`src/sv/md5xf_pkg.sv`:
```
// Shared types, constants and round functions of the folded MD5 digest block.
`default_nettype none
package md5xf_pkg;

	localparam int unsigned CountW = 61;
	localparam int unsigned WordW  = 32;
	localparam int unsigned Words  = 16;
	localparam int unsigned RoundW = 6;

	// Chaining value after reset
	localparam logic [WordW-1:0] IV [4] = '{
		32'h67452301, 32'hefcdab89, 32'h98badcfe, 32'h10325476
	};

	// Round additive constants
	localparam logic [WordW-1:0] SINE [64] = '{
		32'hd76aa478, 32'he8c7b756, 32'h242070db, 32'hc1bdceee,
		32'hf57c0faf, 32'h4787c62a, 32'ha8304613, 32'hfd469501,
		32'h698098d8, 32'h8b44f7af, 32'hffff5bb1, 32'h895cd7be,
		32'h6b901122, 32'hfd987193, 32'ha679438e, 32'h49b40821,
		32'hf61e2562, 32'hc040b340, 32'h265e5a51, 32'he9b6c7aa,
		32'hd62f105d, 32'h02441453, 32'hd8a1e681, 32'he7d3fbc8,
		32'h21e1cde6, 32'hc33707d6, 32'hf4d50d87, 32'h455a14ed,
		32'ha9e3e905, 32'hfcefa3f8, 32'h676f02d9, 32'h8d2a4c8a,
		32'hfffa3942, 32'h8771f681, 32'h6d9d6122, 32'hfde5380c,
		32'ha4beea44, 32'h4bdecfa9, 32'hf6bb4b60, 32'hbebfbc70,
		32'h289b7ec6, 32'heaa127fa, 32'hd4ef3085, 32'h04881d05,
		32'hd9d4d039, 32'he6db99e5, 32'h1fa27cf8, 32'hc4ac5665,
		32'hf4292244, 32'h432aff97, 32'hab9423a7, 32'hfc93a039,
		32'h655b59c3, 32'h8f0ccc92, 32'hffeff47d, 32'h85845dd1,
		32'h6fa87e4f, 32'hfe2ce6e0, 32'ha3014314, 32'h4e0811a1,
		32'hf7537e82, 32'hbd3af235, 32'h2ad7d2bb, 32'heb86d391
	};

	// Rotate amounts, indexed by group and step within four
	localparam logic [4:0] ROT [16] = '{
		5'd7, 5'd12, 5'd17, 5'd22, 5'd5, 5'd9, 5'd14, 5'd20,
		5'd4, 5'd11, 5'd16, 5'd23, 5'd6, 5'd10, 5'd15, 5'd21
	};

	// Commands from the controller to the datapath
	typedef struct packed {
		logic wr_byte;
		logic load;
		logic round;
		logic add_cv;
		logic pad;
		logic len;
		logic emit;
	} cmd_t;

	// Status from the datapath to the controller
	typedef struct packed {
		logic blk_full;
		logic pad_over;
		logic last_round;
		logic out_free;
	} sts_t;

	// Message word index used by a round
	function automatic logic [3:0] msg_idx(input logic [RoundW-1:0] k);
		logic [3:0] r;
		r = 4'(k[3:0]);
		unique case (k[5:4])
			2'd0: msg_idx = r;
			2'd1: msg_idx = 4'(r * 4'd5 + 4'd1);
			2'd2: msg_idx = 4'(r * 4'd3 + 4'd5);
			default: msg_idx = 4'(r * 4'd7);
		endcase
	endfunction

	// Nonlinear mixing function of a round group
	function automatic logic [WordW-1:0] mix(input logic [1:0] grp,
			input logic [WordW-1:0] b, input logic [WordW-1:0] c,
			input logic [WordW-1:0] d);
		unique case (grp)
			2'd0: mix = (b & c) | (~b & d);
			2'd1: mix = (b & d) | (c & ~d);
			2'd2: mix = b ^ c ^ d;
			default: mix = c ^ (b | ~d);
		endcase
	endfunction

	function automatic logic [WordW-1:0] rotl(input logic [WordW-1:0] x,
			input logic [4:0] s);
		logic [2*WordW-1:0] dbl;
		dbl = {x, x} << s;
		rotl = dbl[2*WordW-1:WordW];
	endfunction

endpackage
`default_nettype wire

```
`src/sv/md5xf_dp.sv`:
```
// Datapath: block buffer, byte count, round registers, chaining value and result register.
`default_nettype none
module md5xf_dp (
	input  wire logic               clk,
	input  wire logic               arst_n,
	input  wire md5xf_pkg::cmd_t    cmd,
	input  wire logic [7:0]         s_data,
	input  wire logic               m_tready,
	output md5xf_pkg::sts_t         sts,
	output logic                    m_tvalid,
	output logic [63:0]             m_tdata
);

	logic [md5xf_pkg::WordW-1:0]  blk_q [md5xf_pkg::Words];
	logic [md5xf_pkg::CountW-1:0] count_q;
	logic [md5xf_pkg::WordW-1:0]  cv_q [4];
	logic [md5xf_pkg::WordW-1:0]  a_q, b_q, c_q, d_q, pre_q;
	logic [md5xf_pkg::RoundW-1:0] k_q;
	logic                         out_valid_q;
	logic [63:0]                  out_data_q;

	logic [5:0]                   pos;
	logic [63:0]                  len_bits;
	logic [md5xf_pkg::WordW-1:0]  pad_word;
	logic [md5xf_pkg::RoundW-1:0] k_next;
	logic [md5xf_pkg::WordW-1:0]  t_sum, new_b, pre_next, w0, w1;

	assign pos      = count_q[5:0];
	assign len_bits = {count_q, 3'b000};
	assign k_next   = k_q + 6'd1;

	// Merge 0x80 into the word holding the pad position, clear the lanes above it
	always_comb begin
		for (int j = 0; j < 4; j++) begin
			if (2'(j) < pos[1:0]) begin
				pad_word[8*j +: 8] = blk_q[pos[5:2]][8*j +: 8];
			end else if (2'(j) == pos[1:0]) begin
				pad_word[8*j +: 8] = 8'h80;
			end else begin
				pad_word[8*j +: 8] = 8'h00;
			end
		end
	end

	// One round step; the next round's a + K + M is prepared alongside
	assign t_sum    = pre_q + md5xf_pkg::mix(k_q[5:4], b_q, c_q, d_q);
	assign new_b    = b_q + md5xf_pkg::rotl(t_sum, md5xf_pkg::ROT[{k_q[5:4], k_q[1:0]}]);
	assign pre_next = d_q + md5xf_pkg::SINE[k_next] + blk_q[md5xf_pkg::msg_idx(k_next)];

	// Fold the digest: byte 0 of word 0 lands in the top byte
	assign w0 = cv_q[0] ^ cv_q[2];
	assign w1 = cv_q[1] ^ cv_q[3];

	// Block buffer writes: message bytes, padding, length
	always_ff @(posedge clk) begin
		if (cmd.wr_byte) begin
			blk_q[pos[5:2]][{pos[1:0], 3'b000} +: 8] <= s_data;
		end else if (cmd.pad) begin
			for (int i = 0; i < md5xf_pkg::Words; i++) begin
				if (4'(i) == pos[5:2]) begin
					blk_q[i] <= pad_word;
				end else if (4'(i) > pos[5:2]) begin
					blk_q[i] <= '0;
				end
			end
			if (!sts.pad_over) begin
				blk_q[14] <= len_bits[31:0];
				blk_q[15] <= len_bits[63:32];
			end
		end else if (cmd.len) begin
			for (int i = 0; i < 14; i++) begin
				blk_q[i] <= '0;
			end
			blk_q[14] <= len_bits[31:0];
			blk_q[15] <= len_bits[63:32];
		end
	end

	// Round registers
	always_ff @(posedge clk) begin
		if (cmd.load) begin
			a_q   <= cv_q[0];
			b_q   <= cv_q[1];
			c_q   <= cv_q[2];
			d_q   <= cv_q[3];
			pre_q <= cv_q[0] + md5xf_pkg::SINE[0] + blk_q[0];
		end else if (cmd.round) begin
			a_q   <= d_q;
			b_q   <= new_b;
			c_q   <= b_q;
			d_q   <= c_q;
			pre_q <= pre_next;
		end
	end

	// Round counter, byte count and chaining value
	always_ff @(posedge clk or negedge arst_n) begin
		if (!arst_n) begin
			k_q     <= '0;
			count_q <= '0;
			for (int i = 0; i < 4; i++) begin
				cv_q[i] <= md5xf_pkg::IV[i];
			end
		end else begin
			if (cmd.load) begin
				k_q <= '0;
			end else if (cmd.round) begin
				k_q <= k_next;
			end
			if (cmd.wr_byte) begin
				count_q <= count_q + 61'd1;
			end else if (cmd.emit) begin
				count_q <= '0;
			end
			if (cmd.add_cv) begin
				cv_q[0] <= cv_q[0] + a_q;
				cv_q[1] <= cv_q[1] + b_q;
				cv_q[2] <= cv_q[2] + c_q;
				cv_q[3] <= cv_q[3] + d_q;
			end else if (cmd.emit) begin
				for (int i = 0; i < 4; i++) begin
					cv_q[i] <= md5xf_pkg::IV[i];
				end
			end
		end
	end

	// Result register: hold until the transfer completes
	always_ff @(posedge clk or negedge arst_n) begin
		if (!arst_n) begin
			out_valid_q <= 1'b0;
		end else if (cmd.emit) begin
			out_valid_q <= 1'b1;
		end else if (m_tready) begin
			out_valid_q <= 1'b0;
		end
	end

	always_ff @(posedge clk) begin
		if (cmd.emit) begin
			out_data_q <= {w0[7:0], w0[15:8], w0[23:16], w0[31:24],
				w1[7:0], w1[15:8], w1[23:16], w1[31:24]};
		end
	end

	assign m_tvalid       = out_valid_q;
	assign m_tdata        = out_data_q;
	assign sts.blk_full   = (pos == 6'd63);
	assign sts.pad_over   = (pos[5:3] == 3'b111);
	assign sts.last_round = (k_q == 6'd63);
	assign sts.out_free   = !out_valid_q || m_tready;

endmodule
`default_nettype wire

```
`src/sv/md5xf_ctrl.sv`:
```
// Controller: sequences byte intake, compression, padding and result hand-off.
`default_nettype none
module md5xf_ctrl (
	input  wire logic               clk,
	input  wire logic               arst_n,
	input  wire logic               s_tvalid,
	input  wire logic               s_tlast,
	input  wire md5xf_pkg::sts_t    sts,
	output logic                    s_tready,
	output md5xf_pkg::cmd_t         cmd
);

	localparam logic [2:0] ST_IDLE  = 3'd0;
	localparam logic [2:0] ST_LOAD  = 3'd1;
	localparam logic [2:0] ST_ROUND = 3'd2;
	localparam logic [2:0] ST_ADD   = 3'd3;
	localparam logic [2:0] ST_PAD   = 3'd4;
	localparam logic [2:0] ST_LEN   = 3'd5;
	localparam logic [2:0] ST_EMIT  = 3'd6;

	localparam logic [1:0] MODE_DATA = 2'd0;
	localparam logic [1:0] MODE_PAD  = 2'd1;
	localparam logic [1:0] MODE_LEN  = 2'd2;

	logic [2:0] state_q, state_d;
	logic [1:0] mode_q, mode_d;
	logic       last_q, last_d;
	logic       take;

	assign s_tready = (state_q == ST_IDLE);
	assign take     = s_tvalid && s_tready;

	// Next state and commands
	always_comb begin
		state_d = state_q;
		mode_d  = mode_q;
		last_d  = last_q;
		cmd     = '0;
		unique case (state_q)
			ST_IDLE: begin
				if (take) begin
					cmd.wr_byte = 1'b1;
					last_d      = s_tlast;
					if (sts.blk_full) begin
						mode_d  = MODE_DATA;
						state_d = ST_LOAD;
					end else if (s_tlast) begin
						state_d = ST_PAD;
					end
				end
			end
			ST_LOAD: begin
				cmd.load = 1'b1;
				state_d  = ST_ROUND;
			end
			ST_ROUND: begin
				cmd.round = 1'b1;
				if (sts.last_round) begin
					state_d = ST_ADD;
				end
			end
			ST_ADD: begin
				cmd.add_cv = 1'b1;
				unique case (mode_q)
					MODE_DATA: state_d = last_q ? ST_PAD : ST_IDLE;
					MODE_PAD:  state_d = sts.pad_over ? ST_LEN : ST_EMIT;
					default:   state_d = ST_EMIT;
				endcase
			end
			ST_PAD: begin
				cmd.pad = 1'b1;
				mode_d  = MODE_PAD;
				state_d = ST_LOAD;
			end
			ST_LEN: begin
				cmd.len = 1'b1;
				mode_d  = MODE_LEN;
				state_d = ST_LOAD;
			end
			ST_EMIT: begin
				if (sts.out_free) begin
					cmd.emit = 1'b1;
					last_d   = 1'b0;
					state_d  = ST_IDLE;
				end
			end
			default: begin
				state_d = ST_IDLE;
			end
		endcase
	end

	always_ff @(posedge clk or negedge arst_n) begin
		if (!arst_n) begin
			state_q <= ST_IDLE;
			mode_q  <= MODE_DATA;
			last_q  <= 1'b0;
		end else begin
			state_q <= state_d;
			mode_q  <= mode_d;
			last_q  <= last_d;
		end
	end

endmodule
`default_nettype wire

```
`src/sv/md5_xor_folded_digest_top.sv`:
```
// Top level: MD5 over a byte stream, digest folded to 64 bits by XOR.
// Bytes transfer one per cycle while intake is open; a full 64-byte block stalls intake for
// the load, 64 rounds and chaining add. After the last byte: the same again if it completed
// a block, then a pad step and a compression, a length step and another compression if the
// length spills into a second block, then the result register is loaded, held while an
// earlier result waits. Async reset restores IV, count, drops any result.
`default_nettype none
module md5_xor_folded_digest_top (
	input  wire logic        clk,
	input  wire logic        arst_n,
	input  wire logic        s_tvalid,
	output logic             s_tready,
	input  wire logic [7:0]  s_tdata,   // [7:0] data_byte
	input  wire logic        s_tlast,   // last_byte
	output logic             m_tvalid,
	input  wire logic        m_tready,
	output logic [63:0]      m_tdata    // [63:0] folded_hash
);

	md5xf_pkg::cmd_t cmd;
	md5xf_pkg::sts_t sts;

	md5xf_ctrl u_ctrl (
		.clk      (clk),
		.arst_n   (arst_n),
		.s_tvalid (s_tvalid),
		.s_tlast  (s_tlast),
		.sts      (sts),
		.s_tready (s_tready),
		.cmd      (cmd)
	);

	md5xf_dp u_dp (
		.clk      (clk),
		.arst_n   (arst_n),
		.cmd      (cmd),
		.s_data   (s_tdata),
		.m_tready (m_tready),
		.sts      (sts),
		.m_tvalid (m_tvalid),
		.m_tdata  (m_tdata)
	);

	// At most one datapath command per cycle
	a_cmd_onehot: assert property (@(posedge clk) disable iff (!arst_n)
		$onehot0({cmd.wr_byte, cmd.load, cmd.round, cmd.add_cv, cmd.pad, cmd.len, cmd.emit}))
		else $error("more than one datapath command");

	// No byte intake while a block is being processed
	a_no_take_busy: assert property (@(posedge clk) disable iff (!arst_n)
		(cmd.round || cmd.load || cmd.pad || cmd.len || cmd.add_cv) |-> !s_tready)
		else $error("intake open during compression");

	// A result is loaded only when the output register is free
	a_emit_free: assert property (@(posedge clk) disable iff (!arst_n)
		cmd.emit |-> sts.out_free)
		else $error("result overwritten before transfer");

	// Loading a result raises valid next cycle
	a_emit_valid: assert property (@(posedge clk) disable iff (!arst_n)
		cmd.emit |=> m_tvalid)
		else $error("result not presented after emit");

endmodule
`default_nettype wire

```
`config.mk`:
```
export PLATFORM = sky130hd
export DESIGN_NAME = md5_xor_folded_digest_top
export DESIGN_NICKNAME = d
export VERILOG_FILES = /design/src/sv/md5xf_pkg.sv /design/src/sv/md5xf_dp.sv /design/src/sv/md5xf_ctrl.sv /design/src/sv/md5_xor_folded_digest_top.sv
export SDC_FILE = /design/constraint.sdc
export NUM_CORES = 2
export LEC_CHECK = 0
export BUFFER_PORTS_ARGS = -buffer_cell sky130_fd_sc_hd__buf_2
export CORE_ASPECT_RATIO = 0.7
export CORE_UTILIZATION = 35
export CTS_CLUSTER_SIZE = 30
export DETAILED_ROUTE_END_ITERATION = 8
export GPL_TIMING_DRIVEN = 1
export PLACE_DENSITY = 0.58
export SYNTH_ARGS = -nofsm -noshare
export SYNTH_HDL_FRONTEND = slang
export SYNTH_SLANG_ARGS = --single-unit
export TNS_END_PERCENT = 5
```
`constraint.sdc`:
```
create_clock -name clk -period 13.6 [get_ports clk]
set_input_delay 3.4 -clock clk [delete_from_list [all_inputs] [get_ports clk]]
set_output_delay 3.4 -clock clk [all_outputs]
set_load 0.05 [all_outputs]
```
-- Word level (Yosys, flattened, before mapping)
Memory sizes are Yosys's and may differ from the RTL's.
Cells that the tools add are included.
- flip-flop bits (word level): 426
- memory bits (read-only): 2128
- memories kept: 3
- memory bits (writable): 512
- input bits: 13
- output and inout port bits: 66
- word-level logic and storage cells: 416
- memory list (name ; words ; width ; read ports ; clocked after Yosys merged registers in ; wr ports ; RTL line ; text):
    (name not given) ; 64 ; 32 ; 1 ; 0 ; 0 ; md5xf_dp.sv:48 ; assign pre_next = d_q + md5xf_pkg::SINE[k_next] + blk_q[md5xf_pkg::msg_idx(k_next)];
    u_dp.blk_q ; 16 ; 32 ; 3 ; 0 ; 16 ; md5xf_dp.sv:14 ; logic [md5xf_pkg::WordW-1:0] blk_q [md5xf_pkg::Words];
    (name not given) ; 16 ; 5 ; 1 ; 0 ; 0 ; md5xf_dp.sv:47 ; assign new_b = b_q + md5xf_pkg::rotl(t_sum, md5xf_pkg::ROT[{k_q[5:4], k_q[1:0]}]);
- shift-type cells: 3
- bitwise logic cells: 50
- order comparisons: 22
- add/subtract/negate cells: 15
- muxes and demuxes: 247
- multiply operators: 3
- reduce and logical (&&, ||, !) cells: 20
- equality and inequality tests: 37
- operators by type and width (operator ; number):
    two-way mux 32 bit ; 49
    adder 32 bit ; 9
    two-way mux 128 bit ; 2
    two-way mux 1 bit ; 166
    XOR 32 bit ; 5
    AND 32 bit ; 4
    two-way mux 61 bit ; 2
    OR 32 bit ; 3
    one-hot mux 32 bit (3 select lines) ; 1
    two-way mux 8 bit ; 8
    NOT 32 bit ; 2
    left shift 64 x 5 -> 64 bit ; 1
    adder 61 x 1 -> 61 bit (second input constant) ; 1
    OR 1 bit ; 34
    adder 32 bit (second input constant) ; 1
    equality test 4 bit (first input constant) ; 8
    greater-than comparator 4 bit (first input constant) ; 8
    OR reduction 32 bit ; 1
    variable shift 8 x 7 -> 32 bit (first input constant) ; 1
    variable part select 8 x 7 -> 32 bit ; 1
    two-way mux 3 bit ; 6
    one-hot mux 3 bit (6 select lines) ; 1
    equality test 3 x 4 -> 1 bit (first input constant) ; 4
    greater-than comparator 3 x 4 -> 1 bit (first input constant) ; 4
    other kinds (45) ; 75

-- Logic depth before layout (Yosys ltp)
- depth in word-level cells: 10
- mapped depth: 35

-- Hierarchy
From an unflattened synthesis, not the netlist that was laid out.
- cell total of the unflattened synthesis: 6879
- area total of the unflattened synthesis: 66346.1 um2
- modules (own cells, without submodules) (module ; area each (um2) ; sequential area each (um2) ; times used ; cells an instance):
    md5xf_dp ; 65922.0 ; 25604.6 ; 1 ; 6833
    md5xf_ctrl ; 424.2 ; 150.1 ; 1 ; 46

-- Least setup slack after synthesis
No wires, ideal clock.
- path kind: register -> register
- start: register u_ctrl.state_q[0]
- end: register u_dp.a_q[0] (netlist name) (enable)
- setup time: 0.682 ns
- cell stages (with the launch flop): 6
- path slack: 4.996 ns
- arrival: 7.922 ns
- clock period less this slack: 8.604 ns
- data required time: 12.918 ns
- cell sequence: dfrtp_1 clkbuf_1 clkbuf_1 buf_1 xnor2_1 nor2_1
- cells in the longest elaborated chain, start to end: 3
- elaborated cells between the ends (all ways): 5
- those cells by class: 2 x eq/ne; 2 x mux; 1 x reduce/logical
- ends and longest elaborated chain (item ; RTL line ; text):
    from (decl) ; md5xf_ctrl.sv:25 ; logic [2:0] state_q, state_d;
    from (signal assigned) ; md5xf_ctrl.sv:99 ; state_q <= state_d;
    equality test 3 x 2 -> 1 bit / equality test 3 x 1 -> 1 bit (equally long branches) ; md5xf_ctrl.sv:39 ; unique case (state_q)
    two-way mux 1 bit ; md5xf_ctrl.sv:39 ;
    nonzero test 2 bit (no line) * ; - ;
    to (signal assigned) ; md5xf_dp.sv:82 ; a_q <= cv_q[0];
    to (signal assigned) ; md5xf_dp.sv:88 ; a_q <= d_q;
    to (decl) ; md5xf_dp.sv:17 ; logic [md5xf_pkg::WordW-1:0] a_q, b_q, c_q, d_q, pre_q;
Every way passes the cells marked *; elsewhere a longest branch is shown, timed or not.
A chain may end at the register's enable or synchronous reset.

-- Worst setup path in the final report
- start: register u_dp.k_q[4] (netlist name)
- end: register u_dp.b_q[29] (netlist name), data pin
- cells in the longest elaborated chain, start to end: 8
- elaborated cells between the ends (all ways): 13
- those cells by class: 2 x add/sub; 2 x eq/ne; 1 x shift; 5 x mux; 1 x bitwise; 1 x reduce/logical; 1 x memory
- ends and longest elaborated chain (item ; RTL line ; text):
    from (decl) ; md5xf_dp.sv:18 ; logic [md5xf_pkg::RoundW-1:0] k_q;
    from (signal assigned) ; md5xf_dp.sv:108 ; k_q <= k_next;
    parallel branches: the longest is 4 deep, another holds adder 32 bit ; - ;
    left shift 64 x 5 -> 64 bit * ; md5xf_pkg.sv:87 ; dbl = {x, x} << s;
    adder 32 bit * ; md5xf_dp.sv:47 ;
    two-way mux 32 bit * ; md5xf_dp.sv:87 ; end else if (cmd.round) begin
    two-way mux 32 bit * ; md5xf_dp.sv:81 ; if (cmd.load) begin
    to (signal assigned) ; md5xf_dp.sv:83 ; b_q <= cv_q[1];
    to (signal assigned) ; md5xf_dp.sv:89 ; b_q <= new_b;
    to (decl) ; md5xf_dp.sv:17 ;
Mark *: on every way between the ends. The select of a mux whose other input is x is not followed.

==> results.ini <==
[outcome]
status = complete, but fails checks
violations = capacitance limit, slew limit

[synth]
synth.most_common_cell = nand2_1
syn_nets = 7447
synth.top_cell.area_share_pct = 26.4
yosys.area.top_type = edfxtp_1
synth_seq_cells = 938
netlist_area_um2 = 66900
syn_area_per_cell_um2 = 9.46
synth_cell_type_count = 111
seq_area_frac_synth_pct = 38.5
synthCells = 7070
synth_common_cells = nand2_1, nor2_1, edfxtp_1
synthArstFlopShare_pct = 21.5
ys.warnings.count = 0
synth-edff-count = 588
synth_area_leaders = edfxtp_1, mux4_2, ha_1
ys.flop_type = edfxtp_1

[setup_path]
critical_path_peak_fanout = 69
crit_path_end_kind = flop
rrSetupSlack_ps = 3960
worstPathRequired_ps = 14110
cp-start-kind = flop
cp.arrival_ps = 10150
critical_path_class = reg2reg

[sta]
finalHoldViolations = 0
clock_skew_ps = 109
period_needed_ps = 9640
setup_violations = 0
final.period_utilization_pct = 70.8
fmax_ghz = 0.104
fin_ws_ps = 3960
slew_headroom_pct = -1.17
rsz0062_at_grt = false
tightest_slew_ps = 1510
slew_viol_final = 9
finalSetupTns_ps = 0

[place]
dp_hpwl_mm = 195
gp_congestion = 1.02
pre_cts_ws_ps = 4210
dpl_cell_area_um2 = 70100
dp.cells = 9335
io_buffers = 78

[finish]
fillCellCount = 18433
drive_above_1_share_pct = 13.8
stdcell_area_um2 = 73600
nets = 7318
final_util_pct = 39.0
regArea_um2 = 25800
multi_input_area_um2 = 38700
fin_cells = 9532
area_growth_pct = 10.0

[cts]
clockRootBuffer = clkbuf_16
holdBufCountCts = 0
cts_tree = done
ctsResizeCount = 0
cts_setup_buffers = 0
clockBufferDepth = 3
cts-buffers-inserted = 101
cts.sinks = 938
clk_pin_slew_ps = 60
h-tree-depth = 3
clk_latency_ps = 790

[power]
pwr_density_cell_nw_per_um2 = 81.3
p_leak_nw = 27.2
vdd_drop_max_mv = 0.103

[global_routing]
grt_pass1_vias = 55571
grt_overflow = 0
gr-usage-all-layers_pct = 27.6
grt_first_pass_wirelength_mm = 396
antenna_found_initial = 6
grt_max_degree = 96

[floorplan]
core_um2 = 189000
initial_core_util_pct = 35.4
die_h_um = 368
die_width_um = 525
num_io_pins = 79
row_count = 133
die_area_um2 = 193000

[job]
maxCapViolations = 2

[detailed_routing]
firstDrtPassIters = 9
drt-total-wl_mm = 275
drcViolationCount = 0
drtIter0Drc = 10062
dr_total_vias = 61059
route.antenna.remaining_nets = 0
wl_per_cell_um = 28.9
routed_via_density = 6.41

[hold_path]
hold_path_class = reg2reg

==> worst max-delay path, cell delays in order, from the launching register on <==
cell,delay (ps)
dfrtp_4,780
buf_4,740
and2_1,230
buf_4,390
a31oi_1,210
ha_1,430
a21oi_1,550
o31ai_1,230
a211oi_2,600
o21ai_2,130
xnor2_1,340
mux2i_4,150
a2111oi_0,430
o21bai_1,210
mux2i_1,190
a21oi_1,360
ha_1,310
a211oi_1,300
o21bai_1,180
o2111ai_1,240
a21boi_1,140
a221oi_1,590
o21ai_1,300
a311oi_1,540
o31ai_1,200
a21oi_1,220
nor4b_1,70
a211o_1,240
==> placed cells by master (no fill, tap or decap), types with 114 or more instances in the layout <==
master,n
xnor2_1,137
xor2_1,174
nor2_1,612
nand2_1,797
edfxtp_1,588
nand3_1,231
o22ai_1,289
ha_1,321
a21oi_1,536
inv_1,229
dfrtp_1,132
a21o_1,115
mux4_2,255
a211oi_1,142
o21ai_0,534
dfxtp_1,148
buf_4,165
mux2i_1,114
==> state kept, by name (all words and copies together) (netlist names) <==
register and count:
u_dp.a_q 32, u_dp.cv_q 128, u_dp.b_q 32, u_dp.c_q 32
u_ctrl.state_q 3, u_dp.m_tvalid 1, u_dp.k_q 6, u_ctrl.mode_q 2
u_dp.count_q 61, u_dp.blk_q 512, u_dp.d_q 32, u_dp.pre_q 32
u_dp.m_tdata 64, u_ctrl.last_q 1
==> worst paths after layout <==
kind / cells past startpoint / to / startpoint
max in group asynchronous: 2 / u_dp.cv_q[16]$_DFFE_PN0P_ / arst_n
min in group asynchronous: 1 / u_ctrl.mode_q[0]$_DFFE_PN0P_ / arst_n
hold reg to reg: 2 / u_dp.blk_q[1][24]$_SDFFE_PN0P_ / u_dp.blk_q[1][24]$_SDFFE_PN0P_
setup / recovery: 27 / u_dp.b_q[29]$_DFFE_PP_ / u_dp.k_q[4]$_DFFE_PN0P_
setup reg to reg: 27 / u_dp.b_q[29]$_DFFE_PP_ / u_dp.k_q[4]$_DFFE_PN0P_
hold / removal: 2 / u_dp.blk_q[1][24]$_SDFFE_PN0P_ / u_dp.blk_q[1][24]$_SDFFE_PN0P_
==> area by class of cell <==
class / instances / area share, %
multi-input cells: 5423 / 52.6
flip-flops and latches: 938 / 35.0
well taps: 2497 / 4.24
clock buffers: 133 / 3.76
repair buffers: 245 / 2.28
inverters: 232 / 1.19
clock inverters: 59 / 0.925
diodes: 5 / 0.0170
==> through the flow <==
stage | hold slack (ps) | power, mW
after CTS | 486 | 6.00
after floorplan | 446 | 3.08
after global placement | 461 | 3.11
after global routing | 509 | 6.11
after detailed placement | 470 | 3.11
final | 481 | 5.98
==> power breakdown <==
part           internal (mW)  leakage (nW)          switching, mW  total, mW
Clock                   1.62          1.68                   1.31       2.93
Sequential              3.00          8.34  0.0000000000000000410       3.00
Combinational         0.0114          17.1                 0.0395     0.0510
Total                   4.64          27.2                   1.35       5.98
==> cells by family (layout without fill, tap and decap cells) <==
family / after synthesis / in the layout / share of synthesized area, %
compound gates: 2174 / 2174 / 20.1
simple gates: 2112 / 2112 / 14.0
flops: 938 / 938 / 38.5
buf+inv: 709 / 669 / 4.16
mux: 450 / 450 / 11.7
fa+ha+maj: 367 / 367 / 7.32
xor+xnor: 320 / 320 / 4.21
other cells: 0 / 5 / 0
==> metal layers <==
metal | up-vias | part of all wire (%) | global-route usage [%]
li1 | 26251 | - | -
met3 | 616 | 14 | 9.44
met1 | 29942 | 43 | 40.9
met2 | 4244 | 38 | 36.5
met5 | - | 0.015 | 0.123
met4 | 6 | 3.9 | 9.55
(Power assumes the default switching activity.)
